==> src/design/rtwc_pkg.sv <==
// shared types and constants for the route time window checker
// stop and result transaction layouts, per-route state and fail codes
// no dependencies
package rtwc_pkg;

  localparam int NODE_W   = 10;
  localparam int TRAVEL_W = 24;
  localparam int WHOLE_W  = 16;
  localparam int FRAC_W   = 8;
  localparam int CLOCK_W  = 32;
  localparam int LOAD_W   = 24;
  localparam int DEMAND_W = 16;
  localparam int CAP_W    = 16;

  localparam logic [NODE_W-1:0] DEPOT_NODE_DEFAULT = '0;
  localparam logic [CAP_W-1:0]  CAPACITY_RESET     = '1;

  typedef enum logic [1:0] {
    REASON_OK    = 2'd0,
    REASON_DEPOT = 2'd1,
    REASON_LATE  = 2'd2,
    REASON_CAP   = 2'd3
  } reason_t;

  typedef struct packed {
    logic [NODE_W-1:0]   stop_node;
    logic [TRAVEL_W-1:0] travel_ticks;
    logic [WHOLE_W-1:0]  window_open;
    logic [WHOLE_W-1:0]  window_close;
    logic [WHOLE_W-1:0]  service_duration;
    logic [DEMAND_W-1:0] stop_demand;
    logic                last_stop;
  } stop_t;

  typedef struct packed {
    logic               feasible;
    logic [1:0]         fail_reason;
    logic [CLOCK_W-1:0] finish_time;
    logic [LOAD_W-1:0]  total_load;
  } result_t;

  typedef struct packed {
    logic [CLOCK_W-1:0] clock_time;
    logic [LOAD_W-1:0]  load_sum;
    logic               route_open;
    logic               start_was_depot;
    reason_t            first_failure;
  } route_state_t;

endpackage

==> src/design/rtwc_step.sv <==
// one stop of the route check: next route state and the result for a last stop
// purely combinational, sits between the stop register and the result register
// depends on rtwc_pkg
module rtwc_step
  import rtwc_pkg::*;
#(
  parameter logic [NODE_W-1:0] DEPOT_NODE = DEPOT_NODE_DEFAULT
) (
  input  stop_t             stop,
  input  route_state_t      state,
  input  logic [CAP_W-1:0]  capacity,
  output route_state_t      state_next,
  output result_t           result
);

  logic                 is_depot;
  logic [CLOCK_W:0]     arrive_sum;
  logic [CLOCK_W-1:0]   arrive;
  logic [CLOCK_W-1:0]   open_t;
  logic [CLOCK_W-1:0]   close_t;
  logic [CLOCK_W-1:0]   start_t;
  logic [CLOCK_W:0]     depart_sum;
  logic [CLOCK_W-1:0]   depart;
  logic [LOAD_W:0]      load_add;
  logic [LOAD_W-1:0]    load_new;
  logic                 late;
  reason_t              reason;

  always_comb begin
    is_depot = (stop.stop_node == DEPOT_NODE);
    open_t   = {{(CLOCK_W-WHOLE_W-FRAC_W){1'b0}}, stop.window_open, {FRAC_W{1'b0}}};
    close_t  = {{(CLOCK_W-WHOLE_W-FRAC_W){1'b0}}, stop.window_close, {FRAC_W{1'b0}}};

    // travel, then wait for the window to open
    arrive_sum = {1'b0, state.clock_time}
               + {{(CLOCK_W+1-TRAVEL_W){1'b0}}, stop.travel_ticks};
    arrive     = arrive_sum[CLOCK_W] ? '1 : arrive_sum[CLOCK_W-1:0];
    start_t    = (arrive < open_t) ? open_t : arrive;
    late       = (start_t > close_t);

    // service and delivery
    depart_sum = {1'b0, start_t}
               + {{(CLOCK_W+1-WHOLE_W-FRAC_W){1'b0}}, stop.service_duration, {FRAC_W{1'b0}}};
    depart     = depart_sum[CLOCK_W] ? '1 : depart_sum[CLOCK_W-1:0];
    load_add   = {1'b0, state.load_sum}
               + {{(LOAD_W+1-DEMAND_W){1'b0}}, stop.stop_demand};
    load_new   = load_add[LOAD_W] ? '1 : load_add[LOAD_W-1:0];

    state_next = state;
    if (!state.route_open) begin
      state_next.clock_time      = '0;
      state_next.load_sum        = '0;
      state_next.first_failure   = REASON_OK;
      state_next.start_was_depot = is_depot;
      state_next.route_open      = 1'b1;
    end else if (state.first_failure == REASON_OK) begin
      if (late) begin
        state_next.clock_time    = start_t;
        state_next.first_failure = REASON_LATE;
      end else begin
        state_next.clock_time = depart;
        state_next.load_sum   = load_new;
        if (load_new > {{(LOAD_W-CAP_W){1'b0}}, capacity}) begin
          state_next.first_failure = REASON_CAP;
        end else if (stop.last_stop && (depart > close_t)) begin
          // the closing depot is checked again after its service
          state_next.first_failure = REASON_LATE;
        end
      end
    end

    // route closes on its last stop
    if (stop.last_stop) begin
      state_next.route_open = 1'b0;
    end

    reason = (!state_next.start_was_depot || !is_depot) ? REASON_DEPOT
                                                         : state_next.first_failure;
    result.feasible    = (reason == REASON_OK);
    result.fail_reason = reason;
    result.finish_time = state_next.clock_time;
    result.total_load  = state_next.load_sum;
  end

endmodule

==> config.mk <==
export PLATFORM = sky130hd
export DESIGN_NAME = rtwc_step
export DESIGN_NICKNAME = d
export VERILOG_FILES = /design/src/design/rtwc_pkg.sv /design/src/design/rtwc_step.sv
export SDC_FILE = /design/constraint.sdc
export NUM_CORES = 1
export LEC_CHECK = 0
export ABC_AREA = 1
export BUFFER_PORTS_ARGS = -buffer_cell sky130_fd_sc_hd__buf_2
export CAP_MARGIN = 30
export CORE_MARGIN = 2
export CORE_UTILIZATION = 55
export DETAILED_ROUTE_END_ITERATION = 7
export PLACE_DENSITY_LB_ADDON = 0.2
export SYNTH_ARGS = -nofsm -noshare
export SYNTH_HDL_FRONTEND = slang
export SYNTH_SLANG_ARGS = --single-unit
export TNS_END_PERCENT = 10
==> constraint.sdc <==
create_clock -name vclk -period 11.7
set_clock_uncertainty 0.15 [all_clocks]
set_input_delay 0 -clock vclk [all_inputs]
set_output_delay 0 -clock vclk [all_outputs]
set_load 0.03 [all_outputs]
==> PnR_summary.wiki, run 1 <==
{| class="wikitable"
! Metric !! Value
|-
| Status || complete, no violations
|-
| Number of DRC violations after detailed routing || 0
|-
| Minimum clock period after layout || 9.18 ns
|-
| Layout overhead on the synthesized area || 15.8%
|-
| Final setup viols || 0
|-
| Post-CTS Setup Repair Bufs || 0
|-
| First-pass GRT wire length || 41.6 mm
|-
| Total number of placement rows || 42
|-
| Total Negative Setup Slacks || 0 ns
|-
| Number of instances in the synthesized netlist || 1310
|-
| Total Die Area || 14200 µm²
|-
| Critical Path Source || stop[65]
|-
| Post-synthesis instance area || 7300 µm²
|-
| Vertical die dimension || 119 µm
|-
| Static leakage || 0.00514 µW
|-
| VDD IR-drop max || 0.0362 mV
|-
| Net count after synthesis || 1607
|-
| Number of pins with negative max-slew slack in the final report || 0
|-
| Kind of critical path || input port to primary output
|-
| Reg power frac || 0
|-
| Number of ports placed on the die boundary || 294
|-
| Met2 track utilization from global routing || 0.606
|-
| Die Width || 119 µm
|-
| Layout cells sized above 1 || 0.232
|-
| Final critical-path share of the clock period || 0.785
|-
| Per-cell via count in the routed design || 5.49
|-
| Delay contributed by the slowest stage of the critical path || 0.68 ns
|-
| Simple-gate area share of the yosys netlist || 0.366
|-
| PD cells || 70.7 nW/µm²
|-
| Achievable Freq || 109 MHz
|-
| Final weighted congestion of routability-driven global placement || 1.04
|-
| N_diodes || 0
|-
| Mux contribution to synthesized area || 0
|-
| Worst Hold Class || input port to primary output
|-
| Number of global-route vias before repair || 8445
|-
| CP Launch Type || input port
|-
| Number of maximum-capacitance constraint violations || 0
|-
| Sequential fraction of the synthesis area || 0
|-
| Non-filler instance count after layout || 1697
|-
| Complex-gate fraction of the synthesized area || 0.221
|-
| Register area || 0 µm²
|-
| Met3 track demand over resource || 0.0235
|-
| Adder-cell share of the synthesized area || 0.212
|-
| Grt ovf || 0
|-
| Final net count || 1820
|-
| Logic gate share of total power || 1.000
|-
| Count of hold buffers inserted by post-cts repair || 0
|-
| Final Hold Fails || 0
|-
| Worst slew pin tran || 0.764 ns
|-
| Setup crit end kind || primary output
|-
| Area of the placeable core || 13100 µm²
|-
| Dpl hpwl || 22.8 mm
|-
| Number of clock buffers in the layout || 0
|-
| Overall fraction of global-route tracks in use || 0.354
|-
| Share of the synthesized netlist area taken by xor and xnor gates || 0.0276
|-
| Net Sw Frac || 0.644
|-
| Crit path max-delay cell type || sky130_fd_sc_hd__o21ai_0
|-
| Count of distinct cell types in the synthesized netlist || 51
|-
| Relative slew margins || 0.485
|-
| Total number of yosys warnings || 0
|-
| Routed wire length || 26.1 mm
|-
| Global-route met1 utilization || 0.488
|-
| Combinational family with the most area after synthesis || simple AND/OR/NAND/NOR gates
|-
| Initial core utilization || 0.558
|-
| Number of gates given a new drive strength after cts || 0
|-
| Net switching component of the power || 385 µW
|-
| Number of sequential cells || 0
|-
| Iteration-0 DRC count of the detailed router || 740
|-
| Number of antenna violations at the first check in global routing || 0
|-
| Mean post-synth cell area || 5.57 µm²
|-
| Fraction of power consumed by the clock network || 0
|-
| Most frequent CP cell || sky130_fd_sc_hd__nand2_1
|-
| Number of placed instances, taps included || 1697
|-
| Busiest layer in global routing || met2
|-
| Worst setup path endpoint || result[58]
|-
| Routed wire per std cell || 15.4 µm
|-
| Top fanout value on the critical path || 41
|-
| Number of nets still failing antenna checks after routing || 0
|-
| Internal power || 213 µW
|-
| Arrival time worst endpoint || 9.03 ns
|-
| First-pass DRT Iterations || 6
|-
| Required time of the critical path || 11.55 ns
|-
| Port buffer count || 294
|-
| Total power consumption of the routed design || 598 µW
|-
| Vias after detailed routing || 9314
|-
| Maximum number of pins on one net before global-route repair || 42
|-
| Unrepaired setup endpoints after global routing || false
|}
through the flow:
| step | hold WS, ns | area (µm²) | utilization | worst slack (ns) |
|---|---|---|---|---|
| global route | 0.157 | 8450 | 0.646 | 1.56 |
| finish | 0.151 | 8450 | 0.646 | 2.52 |
| detailed placement | 0.149 | 8450 | 0.646 | 2.64 |
| CTS | 0.148 | 8450 | 0.646 | 2.63 |
| global placement | 0.149 | 8430 | 0.644 | 2.98 |
| floorplan | -0.0402 | 7300 | - | 4.22 |
worst min-delay path by stage:
stage | depth (start not counted) | endpoint | startpoint
after CTS | 3 | state_next[3] | stop[0]
final | 3 | state_next[3] | stop[0]
after global routing | 3 | state_next[3] | stop[0]
after floorplan | 1 | state_next[3] | stop[0]
after global placement | 3 | state_next[3] | stop[0]
after detailed placement | 3 | state_next[3] | stop[0]
cells in the final DEF, fill, tap and decap left out, types with 5 or more instances in the layout:
| cell | count |
|---|---|
| sky130_fd_sc_hd__inv_2 | 6 |
| sky130_fd_sc_hd__nand3_1 | 75 |
| sky130_fd_sc_hd__o211ai_1 | 18 |
| sky130_fd_sc_hd__nor4_1 | 7 |
| sky130_fd_sc_hd__ha_1 | 119 |
| sky130_fd_sc_hd__or2_2 | 18 |
| sky130_fd_sc_hd__xnor2_1 | 9 |
| sky130_fd_sc_hd__buf_2 | 294 |
| sky130_fd_sc_hd__nor2_1 | 123 |
| sky130_fd_sc_hd__nor3_1 | 11 |
| sky130_fd_sc_hd__a31oi_1 | 11 |
| sky130_fd_sc_hd__nand2_1 | 328 |
| sky130_fd_sc_hd__o21ai_0 | 100 |
| sky130_fd_sc_hd__inv_1 | 176 |
| sky130_fd_sc_hd__xor2_1 | 14 |
| sky130_fd_sc_hd__nand2_2 | 9 |
| sky130_fd_sc_hd__o21ai_1 | 7 |
| sky130_fd_sc_hd__nand4_1 | 11 |
| sky130_fd_sc_hd__a211oi_1 | 8 |
| sky130_fd_sc_hd__nand3_2 | 6 |
| sky130_fd_sc_hd__a21o_1 | 5 |
| sky130_fd_sc_hd__a21oi_1 | 118 |
cell families after synthesis:
kind of cell / Yosys count
fa+ha+maj: 122
xor+xnor: 23
buf+inv: 268
compound gates: 288
simple gates: 609
critical path, delay by kind of cell:
family / cells / cell delay, ns
fa+ha+maj: 5 / 1.53
buf+inv: 6 / 1.01
compound gates: 13 / 2.83
simple gates: 31 / 3.64
layout make-up:
cell class                      count  area [µm²]
Fill cell                        1337        4630
Inverter                          183         687
Multi-Input combinational cell   1042        6050
Tap cell                          176         220
Timing Repair Buffer              296        1500
power groups by stage:
| stage | Clock [µW] | Combinational, µW | Sequential, µW |
|---|---|---|---|
| after CTS | 0 | 589 | 0 |
| after floorplan | 0 | 436 | 0 |
| final | 0 | 598 | 0 |
| after global routing | 0 | 667 | 0 |
| after detailed placement | 0 | 586 | 0 |
| after global placement | 0 | 582 | 0 |
per-layer routing:
layer,wire length (µm),up-vias
met4,623,0
met3,2120,36
met5,0,-
li1,-,4733
met2,11900,415
met1,11500,4130
cells in the mapped netlist (3+ instances only):
| cell type | number | area share |
|---|---|---|
| sky130_fd_sc_hd__nand3_4 | 3 | 0.0072 |
| sky130_fd_sc_hd__nor3_1 | 11 | 0.0075 |
| sky130_fd_sc_hd__ha_1 | 119 | 0.20 |
| sky130_fd_sc_hd__buf_6 | 4 | 0.0062 |
| sky130_fd_sc_hd__o211ai_1 | 18 | 0.019 |
| sky130_fd_sc_hd__a21o_1 | 5 | 0.0051 |
| sky130_fd_sc_hd__nand2_2 | 9 | 0.0077 |
| sky130_fd_sc_hd__nand2_1 | 328 | 0.17 |
| sky130_fd_sc_hd__xnor2_1 | 9 | 0.011 |
| sky130_fd_sc_hd__nand3_2 | 6 | 0.0082 |
| sky130_fd_sc_hd__nor4b_1 | 3 | 0.0036 |
| sky130_fd_sc_hd__xor2_1 | 14 | 0.017 |
| sky130_fd_sc_hd__o21ai_1 | 7 | 0.0048 |
| sky130_fd_sc_hd__o21ai_0 | 100 | 0.069 |
| sky130_fd_sc_hd__clkbuf_1 | 17 | 0.0087 |
| sky130_fd_sc_hd__a21oi_2 | 3 | 0.0036 |
| sky130_fd_sc_hd__a31oi_1 | 11 | 0.0094 |
| sky130_fd_sc_hd__fa_1 | 3 | 0.0082 |
| sky130_fd_sc_hd__nor4_1 | 7 | 0.0060 |
| sky130_fd_sc_hd__nor2_1 | 124 | 0.064 |
| sky130_fd_sc_hd__buf_4 | 58 | 0.060 |
| sky130_fd_sc_hd__a211oi_1 | 8 | 0.0082 |
| sky130_fd_sc_hd__inv_2 | 6 | 0.0031 |
| sky130_fd_sc_hd__o21bai_1 | 4 | 0.0041 |
| sky130_fd_sc_hd__buf_2 | 6 | 0.0041 |
| sky130_fd_sc_hd__nand3_1 | 75 | 0.051 |
| sky130_fd_sc_hd__or2_2 | 18 | 0.015 |
| sky130_fd_sc_hd__inv_1 | 176 | 0.091 |
| sky130_fd_sc_hd__a21oi_1 | 118 | 0.081 |
| sky130_fd_sc_hd__nand4_1 | 11 | 0.0094 |
Power figures use the tool's default switching activity.
==> run 2: changes to the inputs <==
Settings changed: CORE_UTILIZATION 55 to 47.
Clock period 11.7 ns to 8 ns, I/O delays scaled along.
==> run 2 against run 1 <==
Effect of this change:
- first-iteration DRC count shrank 17%
- critical path depth grew 6
- non-clock buffer count grew 34
- total power grew 57%
- via count grew 0.75%
- hold slack gained 0.0059 ns
- die area grew 16%
- global-route usage shrank 4.6 points
- design area grew 4.8%
- critical endpoint is now result[57]
- largest power group unchanged
- highest routed layer unchanged
==> PnR_summary.wiki, run 2 (same netlist as run 1, synthesis figures left out) <==
{| class="wikitable"
! Metric !! Value
|-
| Status || complete, no violations
|-
| Top fanout value on the critical path || 14 (-66%)
|-
| VDD IR-drop max || 0.0353 mV (-2.6%)
|-
| N_diodes || 0 (unchanged)
|-
| Final-layout fill cell count || 1597 (+19%)
|-
| Achievable Freq || 135 MHz
|-
| Commonest non-fill, non-tap cell in the layout || sky130_fd_sc_hd__nand2_1
|-
| Total power consumption of the routed design || 938 µW (+57%)
|-
| Final net count || 1854 (+1.9%)
|-
| Vertical die dimension || 129 µm (+7.9%)
|-
| Routed wire length || 26.9 mm (+3.0%)
|-
| First-pass GRT wire length || 41.2 mm (-0.86%)
|-
| Initial core utilization || 0.480 (-0.0777)
|-
| Total number of placement rows || 45 (+7.1%)
|-
| Number of ports placed on the die boundary || 294 (unchanged)
|-
| Number of sequential cells || 0 (unchanged)
|-
| Commonest cells after routing, fill and taps aside || 326 x sky130_fd_sc_hd__nand2_1, 292 x sky130_fd_sc_hd__buf_2, 176 x sky130_fd_sc_hd__inv_1
|-
| Per-cell via count in the routed design || 5.38 (-1.9%)
|-
| Worst Hold Class || input port to primary output
|-
| Total Die Area || 16500 µm² (+16%)
|-
| Post-route core utilization || 0.583 (-0.0630)
|-
| Delay contributed by the slowest stage of the critical path || 0.36 ns (-0.32 ns)
|-
| Grt ovf || 0 (unchanged)
|-
| Final critical-path share of the clock period || 0.929
|-
| PD cells || 106 nW/µm² (+50%)
|-
| Routed wire per std cell || 15.4 µm (+0.24%)
|-
| Static leakage || 0.00533 µW (+3.7%)
|-
| Internal power || 349 µW (+64%)
|-
| Number of clock buffers in the layout || 0 (unchanged)
|-
| Final setup viols || 0 (unchanged)
|-
| Number of DRC violations after detailed routing || 0 (unchanged)
|-
| Net Sw Frac || 0.628 (-0.0158)
|-
| Layout overhead on the synthesized area || 21.4%
|-
| Die Width || 129 µm (+7.9%)
|-
| Port buffer count || 294 (unchanged)
|-
| First-pass DRT Iterations || 5 (-1)
|-
| Minimum clock period after layout || 7.43 ns
|-
| Number of antenna violations at the first check in global routing || 1 (+1)
|-
| Logic gate share of total power || 1.000 (about the same)
|-
| Number of pins with negative max-slew slack in the final report || 0 (unchanged)
|-
| Area of the placeable core || 15200 µm² (+16%)
|-
| Required time of the critical path || 7.85 ns (-3.70 ns)
|-
| Maximum number of pins on one net before global-route repair || 60 (+43%)
|-
| Number of nets still failing antenna checks after routing || 0 (unchanged)
|-
| Worst slew pin tran || 0.643 ns (-0.120 ns)
|-
| Setup crit end kind || primary output
|-
| Layout cells sized above 1 || 0.266 (+0.0342)
|-
| Register area || 0 µm² (unchanged)
|-
| Most frequent CP cell || sky130_fd_sc_hd__nand2_1
|-
| Vias after detailed routing || 9384 (+0.75%)
|-
| CP Launch Type || input port
|-
| Net switching component of the power || 589 µW (+53%)
|-
| Hold WS || 0.157 ns (+0.00588 ns)
|-
| Iteration-0 DRC count of the detailed router || 612 (-17%)
|-
| Dpl hpwl || 23.3 mm (+1.9%)
|-
| Number of global-route vias before repair || 8386 (-0.70%)
|-
| Relative slew margins || 0.570 (+0.0846)
|-
| Number of maximum-capacitance constraint violations || 0 (unchanged)
|-
| Kind of critical path || input port to primary output
|-
| Overall fraction of global-route tracks in use || 0.307 (-0.0464)
|-
| Arrival time worst endpoint || 7.28 ns (-1.75 ns)
|-
| Reg power frac || 0 (unchanged)
|-
| Final Hold Fails || 0 (unchanged)
|-
| Fraction of power consumed by the clock network || 0 (unchanged)
|-
| Crit path max-delay cell type || sky130_fd_sc_hd__fa_1
|-
| Final weighted congestion of routability-driven global placement || 1.00 (-4.0%)
|}
-- run 2: cell count changes in the layout (fill, tap and decap cells not counted), sizes merged --
cell and change:
buf +33, clkbuf +1
-- run 2: metrics by stage --
step | setup TNS [ns] | std cells | setup slack, ns | area, µm²
5_1_grt | -0.0688 | 1743 | -0.0688 | 8860
6_report | 0 | 1743 | 0.567 | 8860
3_5_place_dp | -0.0918 | 1739 | -0.0537 | 8680
2_1_floorplan | 0 | 1310 | 0.516 | 7300
3_3_place_gp | 0 | 1739 | 0.152 | 8680
4_1_cts | 0 | 1739 | 0.0908 | 8690
-- run 2: what timing repair did --
item	in CTS	in global routing
endpoints found under the setup margin	3	3
setup buffers	0	3
resized for setup	1	49
pin swaps	0	5
hold endpoints to repair	0	0
hold buffers	0	0
-- run 2: cell type report --
| cell class | instances | area, µm² | area share |
|---|---|---|---|
| Inverter | 183 | 687 | 0.0775 |
| Tap cell | 188 | 235 | 0.0265 |
| Timing Repair Buffer | 330 | 1770 | 0.200 |
| Multi-Input combinational cell | 1042 | 6170 | 0.696 |
-- run 2: worst paths after layout --
check	startpoint	endpoint	slack [ns]	cells after the start
worst max-delay path	stop[65]	result[57]	0.57	61
worst min-delay path	stop[0]	state_next[3]	0.16	3
-- run 2: worst max-delay path: cells and delay by family --
kind                       cells  cell delay, ns
AOI/OAI and AO/OA             13            1.68
adders and majority gates      6            1.65
and+or+nand+nor               33            2.81
buffers and inverters          9            1.16
-- run 2: power by group through the flow --
stage | sequential, µW | clock [µW] | combinational, µW
floorplan | 0 | 0 | 638
global placement | 0 | 0 | 888
detailed placement | 0 | 0 | 891
CTS | 0 | 0 | 898
global route | 0 | 0 | 1050
finish | 0 | 0 | 938
-- run 2: layer usage --
layer / part of all wire / GRT usage / vias to the layer above
met2: 0.46 / 0.521 / 380
met5: 0 / 0 / -
met4: 0.032 / 0.0812 / 0
met1: 0.44 / 0.417 / 4151
li1: - / - / 4798
met3: 0.076 / 0.0299 / 55
